## config.mk

```make
export PLATFORM = sky130hd
export DESIGN_NAME = terminal_key_escape_decoder_flat
export DESIGN_NICKNAME = d
export VERILOG_FILES = /design/src/hdl/tkd_pkg.sv /design/src/hdl/tkd_if.sv /design/src/hdl/tkd_decode.sv /design/src/hdl/terminal_key_escape_decoder.sv /design/src/flat_wrapper.sv
export VERILOG_INCLUDE_DIRS = /design/src /design/src/hdl
export SDC_FILE = /design/constraint.sdc
export NUM_CORES = 1
export LEC_CHECK = 0
export BUFFER_PORTS_ARGS = -buffer_cell sky130_fd_sc_hd__buf_2
export CAP_MARGIN = 10
export CORE_MARGIN = 10
export CORE_UTILIZATION = 45
export CTS_CLUSTER_SIZE = 25
export DETAILED_ROUTE_END_ITERATION = 7
export GPL_TIMING_DRIVEN = 0
export PLACE_DENSITY_LB_ADDON = 0.12
export SYNTH_ARGS = -nofsm -noshare
export SYNTH_HDL_FRONTEND = slang
export SYNTH_SLANG_ARGS = --single-unit
```

## constraint.sdc

```tcl
create_clock -name clk -period 11.15 [get_ports clk]
set_input_delay 1.115 -clock clk [delete_from_list [all_inputs] [get_ports clk]]
set_output_delay 1.115 -clock clk [all_outputs]
set_load 0.005 [all_outputs]
```

## src/hdl/terminal_key_escape_decoder_defines.svh

```systemverilog
// Assertion macros shared by the terminal key decoder RTL.
`ifndef TERMINAL_KEY_ESCAPE_DECODER_DEFINES_SVH
`define TERMINAL_KEY_ESCAPE_DECODER_DEFINES_SVH

// Same-cycle implication, checked outside reset.
`define TKD_ASSERT_NOW(lbl, ante, cons, msg) \
  lbl: assert property (@(posedge clk) disable iff (!rst_n) (ante) |-> (cons)) else $error(msg);

// Next-cycle implication, checked outside reset.
`define TKD_ASSERT_NXT(lbl, ante, cons, msg) \
  lbl: assert property (@(posedge clk) disable iff (!rst_n) (ante) |=> (cons)) else $error(msg);

`endif

```

## src/hdl/tkd_pkg.sv

```systemverilog
// Package: key codes, parser states and shared types of the terminal key decoder.
package tkd_pkg;

  // Dense key codes
  localparam logic [4:0] KC_UP              = 5'd0;
  localparam logic [4:0] KC_DOWN            = 5'd1;
  localparam logic [4:0] KC_RIGHT           = 5'd2;
  localparam logic [4:0] KC_LEFT            = 5'd3;
  localparam logic [4:0] KC_HOME            = 5'd4;
  localparam logic [4:0] KC_END             = 5'd5;
  localparam logic [4:0] KC_DEL             = 5'd6;
  localparam logic [4:0] KC_PGUP            = 5'd7;
  localparam logic [4:0] KC_PGDOWN          = 5'd8;
  localparam logic [4:0] KC_CTL_LT          = 5'd9;
  localparam logic [4:0] KC_CTL_RT          = 5'd10;
  localparam logic [4:0] KC_SHIFT_LEFT      = 5'd11;
  localparam logic [4:0] KC_SHIFT_RIGHT     = 5'd12;
  localparam logic [4:0] KC_F1              = 5'd13;
  localparam logic [4:0] KC_F6              = 5'd18;
  localparam logic [4:0] KC_F9              = 5'd21;
  localparam logic [4:0] KC_F10             = 5'd22;
  localparam logic [4:0] KC_INS             = 5'd23;
  localparam logic [4:0] KC_ALT_NEWLINE     = 5'd24;
  localparam logic [4:0] KC_ESC             = 5'd25;
  localparam logic [4:0] KC_NEWLINE         = 5'd26;
  localparam logic [4:0] KC_TAB             = 5'd27;
  localparam logic [4:0] KC_SHIFT_IN        = 5'd28;
  localparam logic [4:0] KC_RUBOUT          = 5'd29;

  // Control bytes
  localparam logic [7:0] CH_ESC = 8'd27;
  localparam logic [7:0] CH_LF  = 8'd10;
  localparam logic [7:0] CH_TAB = 8'd9;
  localparam logic [7:0] CH_SI  = 8'd15;
  localparam logic [7:0] CH_DEL = 8'd127;

  // Output queue depth (two slots per byte plus slack)
  localparam int unsigned QDEPTH = 4;
  localparam int unsigned QAW    = $clog2(QDEPTH);

  typedef enum logic [12:0] {
    ST_IDLE      = 13'b0_0000_0000_0001,
    ST_ESC       = 13'b0_0000_0000_0010,
    ST_CSI       = 13'b0_0000_0000_0100,
    ST_SS3       = 13'b0_0000_0000_1000,
    ST_ESC_E     = 13'b0_0000_0001_0000,
    ST_ESC_LET   = 13'b0_0000_0010_0000,
    ST_CSI3      = 13'b0_0000_0100_0000,
    ST_CSI1      = 13'b0_0000_1000_0000,
    ST_CSI2      = 13'b0_0001_0000_0000,
    ST_MOD       = 13'b0_0010_0000_0000,
    ST_MOD_CTRL  = 13'b0_0100_0000_0000,
    ST_MOD_SHIFT = 13'b0_1000_0000_0000,
    ST_TAIL      = 13'b1_0000_0000_0000
  } tkd_state_t;

  typedef struct packed {
    logic       is_key;
    logic [7:0] value;
    logic       last_of_run;
  } tkd_result_t;

  // Decoder verdict for one byte
  typedef struct packed {
    logic [1:0]  count;
    tkd_result_t r0;
    tkd_result_t r1;
    tkd_state_t  state;
    logic [4:0]  pend;
  } tkd_dec_t;

endpackage

```

## src/hdl/tkd_if.sv

```systemverilog
// Valid/ready stream interfaces for the decoder's byte input and key output.
interface tkd_in_if;
  logic       valid;
  logic       ready;
  logic [7:0] in_byte;

  modport source (output valid, output in_byte, input ready);
  modport sink   (input valid, input in_byte, output ready);
endinterface

interface tkd_out_if;
  logic       valid;
  logic       ready;
  logic       is_key;
  logic [7:0] value;
  logic       last_of_run;

  modport source (output valid, output is_key, output value, output last_of_run, input ready);
  modport sink   (input valid, input is_key, input value, input last_of_run, output ready);
endinterface

```

## src/hdl/tkd_decode.sv

```systemverilog
// Combinational escape-sequence parser: one byte against the current state.
module tkd_decode
  import tkd_pkg::*;
(
  input  tkd_state_t st_i,
  input  logic [4:0] pend_i,
  input  logic [7:0] byte_i,
  output tkd_dec_t   dec_o
);

  localparam logic [7:0] CH_LBRK  = 8'h5B; // '['
  localparam logic [7:0] CH_O     = 8'h4F;
  localparam logic [7:0] CH_E     = 8'h45;
  localparam logic [7:0] CH_A     = 8'h41;
  localparam logic [7:0] CH_B     = 8'h42;
  localparam logic [7:0] CH_C     = 8'h43;
  localparam logic [7:0] CH_D     = 8'h44;
  localparam logic [7:0] CH_F     = 8'h46;
  localparam logic [7:0] CH_H     = 8'h48;
  localparam logic [7:0] CH_P     = 8'h50;
  localparam logic [7:0] CH_S     = 8'h53;
  localparam logic [7:0] CH_Z     = 8'h5A;
  localparam logic [7:0] CH_0     = 8'h30;
  localparam logic [7:0] CH_1     = 8'h31;
  localparam logic [7:0] CH_2     = 8'h32;
  localparam logic [7:0] CH_3     = 8'h33;
  localparam logic [7:0] CH_5     = 8'h35;
  localparam logic [7:0] CH_6     = 8'h36;
  localparam logic [7:0] CH_7     = 8'h37;
  localparam logic [7:0] CH_9     = 8'h39;
  localparam logic [7:0] CH_SEMI  = 8'h3B;
  localparam logic [7:0] CH_TILDE = 8'h7E;

  function automatic tkd_result_t key_res(input logic [4:0] k, input logic last);
    tkd_result_t r;
    r.is_key      = 1'b1;
    r.value       = {3'b000, k};
    r.last_of_run = last;
    return r;
  endfunction

  // Result of a non-ESC byte seen from idle
  function automatic tkd_result_t idle_res(input logic [7:0] b);
    tkd_result_t r;
    r = '{is_key: 1'b0, value: b, last_of_run: 1'b1};
    if (b == CH_LF)       r = key_res(KC_NEWLINE, 1'b1);
    else if (b == CH_TAB) r = key_res(KC_TAB, 1'b1);
    else if (b == CH_SI)  r = key_res(KC_SHIFT_IN, 1'b1);
    else if (b == CH_DEL) r = key_res(KC_RUBOUT, 1'b1);
    return r;
  endfunction

  localparam tkd_result_t RAW_ESC = '{is_key: 1'b0, value: CH_ESC, last_of_run: 1'b1};

  logic [7:0] off_1;
  logic [7:0] off_7;
  logic [7:0] off_p;

  assign off_1 = byte_i - CH_1;
  assign off_7 = byte_i - CH_7;
  assign off_p = byte_i - CH_P;

  always_comb begin
    dec_o       = '0;
    dec_o.state = ST_IDLE;
    dec_o.pend  = pend_i;
    case (st_i)
      ST_ESC: begin
        if (byte_i == CH_LBRK) begin
          dec_o.state = ST_CSI;
        end else if (byte_i == CH_O) begin
          dec_o.state = ST_SS3;
        end else if (byte_i == CH_E) begin
          dec_o.state = ST_ESC_E;
        end else if (byte_i >= CH_A && byte_i <= CH_Z) begin
          dec_o.state = ST_ESC_LET;
        end else if (byte_i == CH_ESC) begin
          dec_o.count = 2'd1;
          dec_o.r0    = key_res(KC_ESC, 1'b1);
        end else begin
          // lone ESC, then the byte is parsed again from idle
          dec_o.count = 2'd2;
          dec_o.r0    = key_res(KC_ESC, 1'b0);
          dec_o.r1    = idle_res(byte_i);
        end
      end
      ST_ESC_E: begin
        dec_o.count = 2'd1;
        dec_o.r0    = (byte_i == CH_LF) ? key_res(KC_ALT_NEWLINE, 1'b1) : RAW_ESC;
      end
      ST_ESC_LET: begin
        dec_o.count = 2'd1;
        dec_o.r0    = RAW_ESC;
      end
      ST_SS3: begin
        dec_o.count = 2'd1;
        dec_o.r0    = (byte_i >= CH_P && byte_i <= CH_S) ?
                      key_res(KC_F1 + off_p[4:0], 1'b1) : RAW_ESC;
      end
      ST_CSI: begin
        if (byte_i == CH_3) begin
          dec_o.state = ST_CSI3;
        end else if (byte_i == CH_5) begin
          dec_o.state = ST_TAIL;
          dec_o.pend  = KC_PGUP;
        end else if (byte_i == CH_6) begin
          dec_o.state = ST_TAIL;
          dec_o.pend  = KC_PGDOWN;
        end else if (byte_i == CH_1) begin
          dec_o.state = ST_CSI1;
        end else if (byte_i == CH_2) begin
          dec_o.state = ST_CSI2;
        end else begin
          dec_o.count = 2'd1;
          if (byte_i == CH_A)      dec_o.r0 = key_res(KC_UP, 1'b1);
          else if (byte_i == CH_B) dec_o.r0 = key_res(KC_DOWN, 1'b1);
          else if (byte_i == CH_C) dec_o.r0 = key_res(KC_RIGHT, 1'b1);
          else if (byte_i == CH_D) dec_o.r0 = key_res(KC_LEFT, 1'b1);
          else if (byte_i == CH_H) dec_o.r0 = key_res(KC_HOME, 1'b1);
          else if (byte_i == CH_F) dec_o.r0 = key_res(KC_END, 1'b1);
          else                     dec_o.r0 = RAW_ESC;
        end
      end
      ST_CSI3: begin
        dec_o.count = 2'd1;
        dec_o.r0    = (byte_i == CH_TILDE) ? key_res(KC_DEL, 1'b1) : RAW_ESC;
      end
      ST_CSI1: begin
        if (byte_i == CH_SEMI) begin
          dec_o.state = ST_MOD;
        end else if (byte_i >= CH_1 && byte_i <= CH_5) begin
          dec_o.state = ST_TAIL;
          dec_o.pend  = KC_F1 + off_1[4:0];
        end else if (byte_i >= CH_7 && byte_i <= CH_9) begin
          dec_o.state = ST_TAIL;
          dec_o.pend  = KC_F6 + off_7[4:0];
        end else begin
          dec_o.count = 2'd1;
          dec_o.r0    = RAW_ESC;
        end
      end
      ST_CSI2: begin
        if (byte_i == CH_0) begin
          dec_o.state = ST_TAIL;
          dec_o.pend  = KC_F9;
        end else if (byte_i == CH_1) begin
          dec_o.state = ST_TAIL;
          dec_o.pend  = KC_F10;
        end else begin
          dec_o.count = 2'd1;
          dec_o.r0    = (byte_i == CH_TILDE) ? key_res(KC_INS, 1'b1) : RAW_ESC;
        end
      end
      ST_MOD: begin
        if (byte_i == CH_5) begin
          dec_o.state = ST_MOD_CTRL;
        end else if (byte_i == CH_2) begin
          dec_o.state = ST_MOD_SHIFT;
        end else begin
          dec_o.count = 2'd1;
          dec_o.r0    = RAW_ESC;
        end
      end
      ST_MOD_CTRL: begin
        dec_o.count = 2'd1;
        if (byte_i == CH_D)      dec_o.r0 = key_res(KC_CTL_LT, 1'b1);
        else if (byte_i == CH_C) dec_o.r0 = key_res(KC_CTL_RT, 1'b1);
        else                     dec_o.r0 = RAW_ESC;
      end
      ST_MOD_SHIFT: begin
        dec_o.count = 2'd1;
        if (byte_i == CH_D)      dec_o.r0 = key_res(KC_SHIFT_LEFT, 1'b1);
        else if (byte_i == CH_C) dec_o.r0 = key_res(KC_SHIFT_RIGHT, 1'b1);
        else                     dec_o.r0 = RAW_ESC;
      end
      ST_TAIL: begin
        // trailing '~' is not checked
        dec_o.count = 2'd1;
        dec_o.r0    = key_res(pend_i, 1'b1);
      end
      default: begin
        if (byte_i == CH_ESC) begin
          dec_o.state = ST_ESC;
        end else begin
          dec_o.count = 2'd1;
          dec_o.r0    = idle_res(byte_i);
        end
      end
    endcase
  end

endmodule

```

## src/hdl/terminal_key_escape_decoder.sv

```systemverilog
// Top level: VT100/ANSI terminal key escape decoder with input register and result queue.
//
//   channel | dir | handshake     | payload
//   --------+-----+---------------+-------------------------------------
//   in_ch   | in  | valid/ready   | in_byte[7:0]
//   out_ch  | out | valid/ready   | is_key, value[7:0], last_of_run
//
// One byte per cycle enters the input register while the queue has room; from there it is parsed
// against the state register and its 0, 1 or 2 results land in a 4-entry queue.
// A byte leaves the input register only when the queue has room for two results;
// sustained rate is one byte per cycle, bounded by one result per output cycle.
// rst_n (synchronous, active low) returns the parser to idle and empties the queue.
// A stalled out_ch fills the queue and then holds off in_ch through in_ch.ready.
`include "terminal_key_escape_decoder_defines.svh"

module terminal_key_escape_decoder
  import tkd_pkg::*;
(
  input  logic        clk,
  input  logic        rst_n,
  tkd_in_if.sink      in_ch,
  tkd_out_if.source   out_ch
);

  // Input register
  logic       s1_vld_r;
  logic [7:0] s1_byte_r;

  // Parser state
  tkd_state_t state_r;
  logic [4:0] pend_r;

  // Result queue
  tkd_result_t      q_r [QDEPTH];
  logic [QAW-1:0]   wr_ptr_r, wr_ptr_nxt;
  logic [QAW-1:0]   rd_ptr_r, rd_ptr_nxt;
  logic [QAW:0]     cnt_r, cnt_nxt;

  tkd_dec_t dec;
  logic     in_acc;
  logic     dec_fire;
  logic     pop;
  logic [QAW-1:0] wr_ptr_p1;

  tkd_decode u_decode (
    .st_i   (state_r),
    .pend_i (pend_r),
    .byte_i (s1_byte_r),
    .dec_o  (dec)
  );

  // Parse only when two queue slots are free, so a two-result byte never stalls mid-way
  assign dec_fire     = s1_vld_r && (cnt_r <= (QAW+1)'(QDEPTH - 2));
  assign in_ch.ready  = !s1_vld_r || dec_fire;
  assign in_acc       = in_ch.valid && in_ch.ready;

  assign out_ch.valid       = (cnt_r != '0);
  assign out_ch.is_key      = q_r[rd_ptr_r].is_key;
  assign out_ch.value       = q_r[rd_ptr_r].value;
  assign out_ch.last_of_run = q_r[rd_ptr_r].last_of_run;
  assign pop                = out_ch.valid && out_ch.ready;

  assign wr_ptr_p1 = wr_ptr_r + 1'b1;

  always_comb begin
    wr_ptr_nxt = wr_ptr_r;
    rd_ptr_nxt = rd_ptr_r;
    cnt_nxt    = cnt_r;
    if (dec_fire) begin
      wr_ptr_nxt = wr_ptr_r + QAW'(dec.count);
      cnt_nxt    = cnt_r + (QAW+1)'(dec.count);
    end
    if (pop) begin
      rd_ptr_nxt = rd_ptr_r + 1'b1;
      cnt_nxt    = cnt_nxt - 1'b1;
    end
  end

  always_ff @(posedge clk) begin
    if (!rst_n) begin
      s1_vld_r <= 1'b0;
      state_r  <= ST_IDLE;
      pend_r   <= '0;
      wr_ptr_r <= '0;
      rd_ptr_r <= '0;
      cnt_r    <= '0;
    end else begin
      if (in_acc) begin
        s1_vld_r <= 1'b1;
      end else if (dec_fire) begin
        s1_vld_r <= 1'b0;
      end
      if (dec_fire) begin
        state_r <= dec.state;
        pend_r  <= dec.pend;
      end
      wr_ptr_r <= wr_ptr_nxt;
      rd_ptr_r <= rd_ptr_nxt;
      cnt_r    <= cnt_nxt;
    end
  end

  // Payload registers, no reset
  always_ff @(posedge clk) begin
    if (in_acc) begin
      s1_byte_r <= in_ch.in_byte;
    end
    if (dec_fire && dec.count != 2'd0) begin
      q_r[wr_ptr_r] <= dec.r0;
    end
    if (dec_fire && dec.count == 2'd2) begin
      q_r[wr_ptr_p1] <= dec.r1;
    end
  end

  // Assertions
  `TKD_ASSERT_NXT(a_in_lands, in_acc, s1_vld_r, "accepted byte not held in input register")
  `TKD_ASSERT_NOW(a_fire_room, dec_fire, cnt_r <= (QAW+1)'(QDEPTH - 2), "parse without queue room")
  `TKD_ASSERT_NOW(a_run_whole, out_ch.valid && !out_ch.last_of_run, cnt_r >= (QAW+1)'(2), "run split across parses")
  `TKD_ASSERT_NOW(a_cnt_bound, 1'b1, cnt_r <= (QAW+1)'(QDEPTH), "result queue overflow")

endmodule

```

## src/flat_wrapper.sv

```systemverilog
// flat-port wrapper written by rule: the top's interface ports become plain ports
module terminal_key_escape_decoder_flat import tkd_pkg::*;
  (clk, rst_n, in_ch_valid, in_ch_in_byte, in_ch_ready, out_ch_valid, out_ch_is_key, out_ch_value, out_ch_last_of_run, out_ch_ready);
  tkd_in_if in_ch_i ();
  tkd_out_if out_ch_i ();
  input  logic clk;
  input  logic rst_n;
  input wire logic [$bits(in_ch_i.valid)-1:0] in_ch_valid;
  input wire logic [$bits(in_ch_i.in_byte)-1:0] in_ch_in_byte;
  output wire logic [$bits(in_ch_i.ready)-1:0] in_ch_ready;
  output wire logic [$bits(out_ch_i.valid)-1:0] out_ch_valid;
  output wire logic [$bits(out_ch_i.is_key)-1:0] out_ch_is_key;
  output wire logic [$bits(out_ch_i.value)-1:0] out_ch_value;
  output wire logic [$bits(out_ch_i.last_of_run)-1:0] out_ch_last_of_run;
  input wire logic [$bits(out_ch_i.ready)-1:0] out_ch_ready;
  assign in_ch_i.valid = in_ch_valid;
  assign in_ch_i.in_byte = in_ch_in_byte;
  assign in_ch_ready = in_ch_i.ready;
  assign out_ch_valid = out_ch_i.valid;
  assign out_ch_is_key = out_ch_i.is_key;
  assign out_ch_value = out_ch_i.value;
  assign out_ch_last_of_run = out_ch_i.last_of_run;
  assign out_ch_i.ready = out_ch_ready;
  terminal_key_escape_decoder u_core (.clk(clk), .rst_n(rst_n), .in_ch(in_ch_i), .out_ch(out_ch_i));
endmodule
```

Word-level counts from Yosys, hierarchy flattened
Memory sizes are Yosys's and may differ from the RTL's. A register that Yosys moved wholly into a read port is not among the register bits.
Cells that the tools add are included.
- register bits: 34
- RAM bits: 40
- input port bits: 12
- output and inout bits: 12
- word-level logic and storage cells: 156
- memories: 1
- add/sub/neg operators: 11
- magnitude comparators: 9
- eq/ne operators: 40
- multiplexer cells: 71
- reductions and logical operators: 17
- memory list (memory ; depth ; bits a word ; read ports ; clocked after memory_dff ; wr ports ; line ; RTL):
    u_core.q_r ; 4 ; 10 ; 1 ; 1 ; 2 ; terminal_key_escape_decoder.sv:34 ; tkd_result_t q_r [QDEPTH];
- operator list (operator ; number):
    10-bit two-way mux ; 20
    12-bit case mux with 12 select lines ; 1
    11-bit two-way mux ; 10
    18-bit two-way mux ; 5
    8-bit by 7-bit == test with 1-bit output, second input constant ; 11
    22-bit two-way mux ; 4
    13-bit case mux with 6 select lines ; 1
    12-bit two-way mux ; 6
    8-bit by 6-bit == test with 1-bit output, second input constant ; 7
    13-bit two-way mux ; 3
    8-bit by 4-bit == test with 1-bit output, second input constant ; 3
    6-bit two-way mux ; 4
    9-bit two-way mux ; 2
    8-bit by 6-bit greater-or-equal comparator with 1-bit output, second input constant ; 2
    8-bit by 7-bit greater-or-equal comparator with 1-bit output, second input constant ; 2
    8-bit by 6-bit less-or-equal comparator with 1-bit output, second input constant ; 2
    8-bit by 7-bit less-or-equal comparator with 1-bit output, second input constant ; 2
    5-bit two-way mux ; 3
    5-bit case mux with 3 select lines ; 1
    5-bit subtractor, second input constant ; 3
    13-bit by 10-bit == test with 1-bit output, second input constant ; 1
    13-bit by 11-bit == test with 1-bit output, second input constant ; 1
    13-bit by 12-bit == test with 1-bit output, second input constant ; 1
    13-bit == test, second input constant ; 1
    other kinds (29) ; 52

Logic depth before layout (Yosys ltp)
Gate-level depths: netlist (run 1).
- depth after elaboration: 17
- gate-level depth with buffers: 20
- gate-level depth less buffers: 18

Modules after synthesis
A second synthesis (run 1) with hierarchy kept.
- cells, all modules: 577
- area total of the unflattened synthesis: 5482.8 um^2
- by module, submodules not included (module ; times used ; cells each ; area each (um^2)):
    terminal_key_escape_decoder ; 1 ; 263 ; 3568.4
    tkd_decode ; 1 ; 314 ; 1914.3

Worst setup path after synthesis (run 1)
No wires, ideal clock.
- path type: flip-flop to flip-flop
- start: reg u_core.s1_byte_r[3]
- end: reg u_core.cnt_r[2]
- data arrival time: 3679 ps
- data required time: 11035 ps
- setup slack: 7356 ps
- cell stages (with the launch flop): 21
- clock period less this slack: 3794 ps
- cells stage by stage: edfxtp_1 clkbuf_1 inv_1 ha_1 nand2_1 o311a_1 a2111oi_4 buf_2 nand2_1 nand4_1 nand2_1 inv_1 ha_1 inv_1 fa_1 nor2_1 a21oi_1 ha_1 nand2_1 xor2_1 and2_1
- cells in the longest elaborated chain, start to end: 11
- RTL lines (item ; line ; RTL):
    start: declaration ; terminal_key_escape_decoder.sv:27 ; logic [7:0] s1_byte_r;
    start signal: assignment ; terminal_key_escape_decoder.sv:106 ; s1_byte_r <= in_ch.in_byte;
    8-bit by 7-bit greater-or-equal comparator with 1-bit output (tied with other cells) ; tkd_decode.sv:75 ; end else if (byte_i >= CH_A && byte_i <= CH_Z) begin
    1-bit logical AND (tied with other cells) ; tkd_decode.sv:75 ;
    22-bit two-way mux / 11-bit two-way mux (equally long branches) ; tkd_decode.sv:75, tkd_decode.sv:109 ;
    22-bit two-way mux / 11-bit two-way mux (equally long branches) ; tkd_decode.sv:73, tkd_decode.sv:106 ;
    22-bit two-way mux / 11-bit two-way mux (equally long branches) ; tkd_decode.sv:71, tkd_decode.sv:103 ;
    22-bit two-way mux / 11-bit two-way mux (equally long branches) ; tkd_decode.sv:69, tkd_decode.sv:101 ;
    12-bit case mux with 12 select lines (*) ; tkd_decode.sv:67 ; case (st_i)
    3-bit by 2-bit adder with 3-bit output (*) ; terminal_key_escape_decoder.sv:71 ; cnt_nxt = cnt_r + (QAW+1)'(dec.count);
    3-bit two-way mux (*) ; terminal_key_escape_decoder.sv:69 ; if (dec_fire) begin
    3-bit by 1-bit subtractor with 3-bit output ; terminal_key_escape_decoder.sv:75 ; cnt_nxt = cnt_nxt - 1'b1;
    3-bit two-way mux (*) ; terminal_key_escape_decoder.sv:73 ; if (pop) begin
    end signal: assignment ; terminal_key_escape_decoder.sv:99 ; cnt_r <= cnt_nxt;
    end: declaration ; terminal_key_escape_decoder.sv:37 ; logic [QAW:0] cnt_r, cnt_nxt;
Every way passes the cells marked *; elsewhere a longest branch is shown, timed or not.
A chain may end at the register's enable or synchronous reset.

Final worst setup path (run 1)
- start: reg u_core.s1_byte_r[3]
- end: reg u_core.cnt_r[1]
Same word-level chain as after synthesis.

==> results.py, run 1 <==
metrics = {
    "outcome": {
        "run_status": "finished clean",
    },
    "logic_synthesis": {
        "synth_top_area_frac": 0.276,
        "ys_ff_latch": 76,
        "netlist_area_um2": 5230,
        "syn-instance-count": 558,
        "ys_types": 92,
        "avgSynthCellArea_um2": 9.37,
        "ys_seq_area_frac": 0.383,
        "syn_nets": 583,
        "synth_flop_cell": "edfxtp_1",
        "yosysTopAreaCell": "edfxtp_1",
        "synth_common_cells": "nand2_1, edfxtp_1, nor2_1",
        "synth-edff-count": 48,
        "synth.most_common_cell": "nand2_1",
        "yosys-top-cells-area": "edfxtp_1, dfxtp_1, nand2_1",
        "ys_warn_count": 0,
        "synth-async-reset-ratio": 0,
    },
    "setup_path": {
        "crit_required_ps": 11400,
        "path_buf_inv": 5,
        "cp_top_family": "simple AND/OR/NAND/NOR gates",
        "endpoint_kind": "flop",
        "cp_max_fo": 10,
        "crit_arrival_ps": 5040,
        "worst_r2r_endpoint": "u_core.cnt_r[1]",
        "critical-path-max-stage-delay_ps": 750,
        "regToRegStartpoint": "u_core.s1_byte_r[3]",
        "critical_path.cell_chain": "clkbuf_1, inv_1, ha_1, clkbuf_1, nor4bb_1, a311oi_1, nor2_1, nand4_1, nand2_1, inv_1, ha_1, inv_1, fa_1, nor2_1, a21oi_1, ha_1, nor2b_1, o21a_1",
        "reg2reg_depth": 18,
        "r2r_setup_slack_ps": 6360,
        "startpoint_type": "flop",
        "path_class": "flop to flop",
        "cp_slowest_cell": "nor4bb_1",
    },
    "min_path": {
        "hp-class": "flop to flop",
        "min_to": "u_core.s1_vld_r",
        "hold_start": "u_core.s1_vld_r",
        "worstHoldPathCells": 2,
    },
    "pwr": {
        "power_density_nw_per_um2": 145,
        "ir_worst_vdd_v": 0.000132,
        "total_power_uw": 845,
        "p_leak_nw": 2.10,
    },
    "finish": {
        "antennaDiodeCount": 0,
        "post_route_cells_drive_above_1_share": 0.165,
        "seq_area_um2": 2000,
        "nets": 619,
        "fillerInstances": 1107,
        "area_delta_synth_final_pct": 11.5,
        "multi_input_area_um2": 3030,
    },
    "placement": {
        "io_buffers": 23,
        "place.gp.congestion": 0.919,
        "hpwlAfterDp_mm": 11.7,
    },
    "clocking": {
        "cts.reportedPaths.clkPinSlew_ps": 60,
        "cts-htree-levels": 3,
        "cts_sinks": 76,
        "cts_tree": "yes",
        "cts_hold_buffers": 0,
        "post_cts_buffers": 0,
        "numCtsBuffers": 9,
        "clockBufferDepth": 2,
        "clock-root-buffer": "clkbuf_16",
        "clock_latency_ps": 350,
        "cts-resized-gates": 0,
    },
    "global_route": {
        "grt.overflow.total": 0,
        "grt_pass1_vias": 4363,
        "track_usage": 0.190,
        "grt_use_met1": 0.244,
        "met2_usage": 0.304,
        "top_usage_layer": "met2",
        "grt_max_degree": 15,
        "grt_pass1_wl_mm": 24.5,
        "antenna_found_initial": 0,
        "grt_use_met3": 0.0347,
    },
    "floorplan": {
        "std_cell_rows": 39,
        "die_area_um2": 16300,
        "core-area_um2": 11400,
        "pin_count": 24,
        "die_w_um": 128,
        "start_util": 0.458,
        "die_y_um": 128,
    },
    "routing": {
        "drt-pass1-iter-count": 5,
        "drc": 0,
        "drt_wl_total_mm": 15.1,
        "wl_per_cell_um": 20.3,
        "routed-via-count": 4499,
        "drt_iter0_markers": 494,
        "ant_nets": 0,
        "via_per_inst": 6.06,
    },
    "timing": {
        "clock.fmax_mhz": 209,
        "maxSlewViolCount": 0,
        "fin_crit_sh": 0.430,
        "hold_viol": 0,
        "skew_ps": 8.09,
        "setup_violations": 0,
        "post-route-min-period_ps": 4790,
        "tightest_slew_ps": 1020,
        "rsz0062_at_grt": "false",
        "fin_setup_tns_ps": 0,
        "slew_headroom": 0.319,
    },
    "job": {
        "maxCapViolations": 0,
    },
}
routing by layer:
metal	part of all wire	vias up
met5	0	-
met4	0.027	0
met3	0.044	26
met2	0.48	127
met1	0.45	2172
li1	-	2174
registers in the layout, summed over array words and instances, names as in the netlist, named ones only:
register,flops
u_core.cnt_r,3
u_core.pend_r,5
u_core.q_r,40
u_core.rd_ptr_r,2
u_core.s1_byte_r,8
u_core.s1_vld_r,1
u_core.state_r,13
u_core.wr_ptr_r,2
area by class of cell:
| class | instances | area share |
|---|---|---|
| well taps | 143 | 0.0307 |
| multi-input cells | 435 | 0.520 |
| repair buffers | 25 | 0.0223 |
| flip-flops and latches | 76 | 0.343 |
| plain buffers | 36 | 0.0277 |
| inverters | 11 | 0.00708 |
| clock inverters | 5 | 0.00579 |
| clock buffers | 11 | 0.0436 |
placed cells by master, fill, tap and decap left out, types with 6 or more instances in the layout:
master,count
nor3_1,20
nand4_1,19
o21ai_1,9
and3_1,8
mux2i_1,6
buf_2,34
nor4_1,8
a21oi_1,30
ha_1,12
nor2b_1,26
nor3b_1,9
o21ai_0,20
edfxtp_1,48
mux4_2,10
clkbuf_1,20
xor2_1,6
and2_1,14
nand2_1,63
xnor2_1,8
clkbuf_16,10
nand3_1,16
dfxtp_1,28
nor2_1,32
a21boi_0,6
nand2b_1,8
inv_1,10
worst max path at each step:
stage                        start         endpoint  slack, ps  depth (start not counted)
5_1_grt        u_core.s1_byte_r[3]  u_core.cnt_r[1]       6140                         18
3_5_place_dp   u_core.s1_byte_r[3]  u_core.cnt_r[1]       6530                         18
4_1_cts        u_core.s1_byte_r[3]  u_core.cnt_r[1]       6500                         18
2_1_floorplan  u_core.s1_byte_r[3]  u_core.cnt_r[2]       7360                         20
3_3_place_gp   u_core.s1_byte_r[3]  u_core.cnt_r[1]       6600                         18
6_report       u_core.s1_byte_r[3]  u_core.cnt_r[1]       6360                         18
where the power goes:
group          internal [mW]  total [mW]  switching [mW]
clock                  0.164       0.286           0.122
sequential             0.326       0.340          0.0140
combinational         0.0927       0.219           0.127
total                  0.583       0.845           0.262
cell families (layout without fill, tap and decap cells):
kind of cell,after synthesis,after routing,synth area share
flops,76,76,0.383
fa+ha+maj,13,13,0.0325
xor+xnor,14,14,0.0235
simple gates,272,272,0.309
mux,16,16,0.0546
compound gates,120,120,0.158
buf+inv,47,88,0.0388
tightest hold or removal path, stage by stage (launching register included):
cell and delay, ps:
dfxtp_1 320, nand2b_1 100, a21boi_0 80
stage by stage:
step           hold slack (ps)  area, um^2   util  setup WS, ps  instances
4_1_cts                    541        5830  0.511          6500        742
5_1_grt                    553        5830  0.511          6140        742
6_report                   547        5830  0.511          6360        742
3_3_place_gp               515        5520  0.484          6600        724
2_1_floorplan              473        5230      -          7360        558
3_5_place_dp               527        5540  0.485          6530        726
Power figures use the tool's default switching activity.
==> inputs of run 2 (changes only) <==
- clock period: 11.15 -> 4.9 ns (I/O delays scaled with it)
==> run 2 against run 1 <==
  * Worst hold slack worse by 240 ps
  * Final cell count stayed put
  * Critical path depth stayed put
  * Flip-flop and latch count stayed put
  * Maximum frequency is 4.5% higher
  * Clock-buffer cell count stayed put
  * Non-clock buffer count stayed put
  * Die area stayed put
==> results.py, run 2 (synthesis gave the netlist of run 1 again) <==
metrics = {
    "outcome": {
        "run_status": "finished clean",
    },
    "job": {
        "maxCapViolations": 0,
    },
    "timing": {
        "post-route-min-period_ps": 4580,
        "maxSlewViolCount": 0,
        "hold_viol": 0,
        "skew_ps": 7.81,
        "slew_headroom": 0.304,
        "rsz0062_at_grt": "false",
        "setup_violations": 0,
        "fin_setup_tns_ps": 0,
        "fin_crit_sh": 0.936,
        "tightest_slew_ps": 1040,
        "clock.fmax_mhz": 218,
    },
    "clocking": {
        "post_cts_buffers": 0,
        "clockBufferDepth": 2,
        "cts-htree-levels": 3,
        "clock_latency_ps": 350,
        "cts_tree": "yes",
        "clock-root-buffer": "clkbuf_16",
        "cts_hold_buffers": 0,
        "numCtsBuffers": 9,
        "cts-resized-gates": 0,
        "cts.reportedPaths.clkPinSlew_ps": 60,
        "cts_sinks": 76,
    },
    "finish": {
        "top_register": "u_core.q_r",
        "post_route_cells_drive_above_1_share": 0.167,
        "nets": 619,
        "layout.cells.most_common": "nand2_1",
        "final_cell_area_um2": 5840,
        "antennaDiodeCount": 0,
        "area_delta_synth_final_pct": 11.6,
        "largest_reg_flops": 40,
        "reg_top3": "u_core.q_r x40, u_core.state_r x13, u_core.s1_byte_r x8",
        "layout_common_cells": "nand2_1, edfxtp_1, buf_2",
    },
    "global_route": {
        "grt.overflow.total": 0,
        "track_usage": 0.190,
        "grt_pass1_vias": 4363,
        "grt_max_degree": 15,
        "antenna_found_initial": 0,
        "grt_pass1_wl_mm": 24.5,
    },
    "setup_path": {
        "startpoint_type": "flop",
        "crit_required_ps": 5150,
        "crit_arrival_ps": 4830,
        "cp_max_fo": 10,
        "endpoint_kind": "flop",
        "path_class": "flop to flop",
    },
    "floorplan": {
        "start_util": 0.458,
        "core-area_um2": 11400,
        "std_cell_rows": 39,
        "pin_count": 24,
        "die_w_um": 128,
        "die_area_um2": 16300,
        "die_y_um": 128,
    },
    "routing": {
        "routed-via-count": 4519,
        "ant_nets": 0,
        "drt_wl_total_mm": 15.1,
        "drc": 0,
        "drt-pass1-iter-count": 5,
        "wl_per_cell_um": 20.3,
        "drt_iter0_markers": 516,
        "via_per_inst": 6.09,
    },
    "placement": {
        "io_buffers": 23,
        "hpwlAfterDp_mm": 11.7,
        "place.gp.congestion": 0.919,
        "place_area_um2": 5540,
    },
    "pwr": {
        "p_leak_nw": 2.10,
        "ir_worst_vdd_v": 0.000300,
        "power_density_nw_per_um2": 329,
    },
    "min_path": {
        "hp-class": "input port to flop",
    },
}
-- run 2: changes by cell type in the layout (fill, tap and decap cells not counted) --
cell / change
nor4bb_2: +1
nor4bb_1: -1
-- run 2: cell type report --
type / count / area [um^2]
fillers: 1107 / 5580
multi-input cells: 435 / 3040
flip-flops and latches: 76 / 2000
clock buffers: 11 / 254
well taps: 143 / 179
plain buffers: 36 / 161
repair buffers: 25 / 130
inverters: 11 / 41.3
clock inverters: 5 / 33.8
-- run 2: final timing paths --
path | from | end | slack [ps] | cells after the start
worst max-delay path | u_core.s1_byte_r[3] | u_core.cnt_r[1] | 320 | 18
worst min-delay path | in_ch_in_byte[2] | u_core.s1_byte_r[2] | 310 | 1
worst max register to register | u_core.s1_byte_r[3] | u_core.cnt_r[1] | 320 | 18
worst min register to register | u_core.pend_r[2] | u_core.pend_r[2] | 550 | 1
-- run 2: metrics by stage --
step | power (mW) | utilization | setup slack, ps | hold slack [ps] | cells
2_1_floorplan | 1.13 | - | 1110 | 473 | 558
3_3_place_gp | 1.27 | 0.484 | 348 | 515 | 724
3_5_place_dp | 1.29 | 0.485 | 282 | 527 | 726
4_1_cts | 1.94 | 0.511 | 252 | 299 | 742
5_1_grt | 2.02 | 0.511 | 16.2 | 302 | 742
6_report | 1.92 | 0.511 | 316 | 309 | 742
-- run 2: metal layers --
layer  up-vias  wire [um]  track usage
met3        26        722       0.0347
met4         0        408       0.0848
met1      2193       6680        0.244
met2       128       7240        0.304
li1       2172          -            -
met5         -          0            0
-- run 2: power breakdown --
part | internal (mW) | switching (mW) | leakage, nW
clock network | 0.374 | 0.274 | 0.142
logic | 0.211 | 0.289 | 1.29
registers | 0.741 | 0.0319 | 0.671
-- run 2: critical path, stage by stage (launching register included) --
cell	delay [ps]
edfxtp_1	410
clkbuf_1	250
inv_1	240
ha_1	300
clkbuf_1	390
nor4bb_2	590
a311oi_1	270
nor2_1	220
nand4_1	120
nand2_1	210
inv_1	110
ha_1	190
inv_1	70
fa_1	390
nor2_1	110
a21oi_1	70
ha_1	310
nor2b_1	40
o21a_1	180
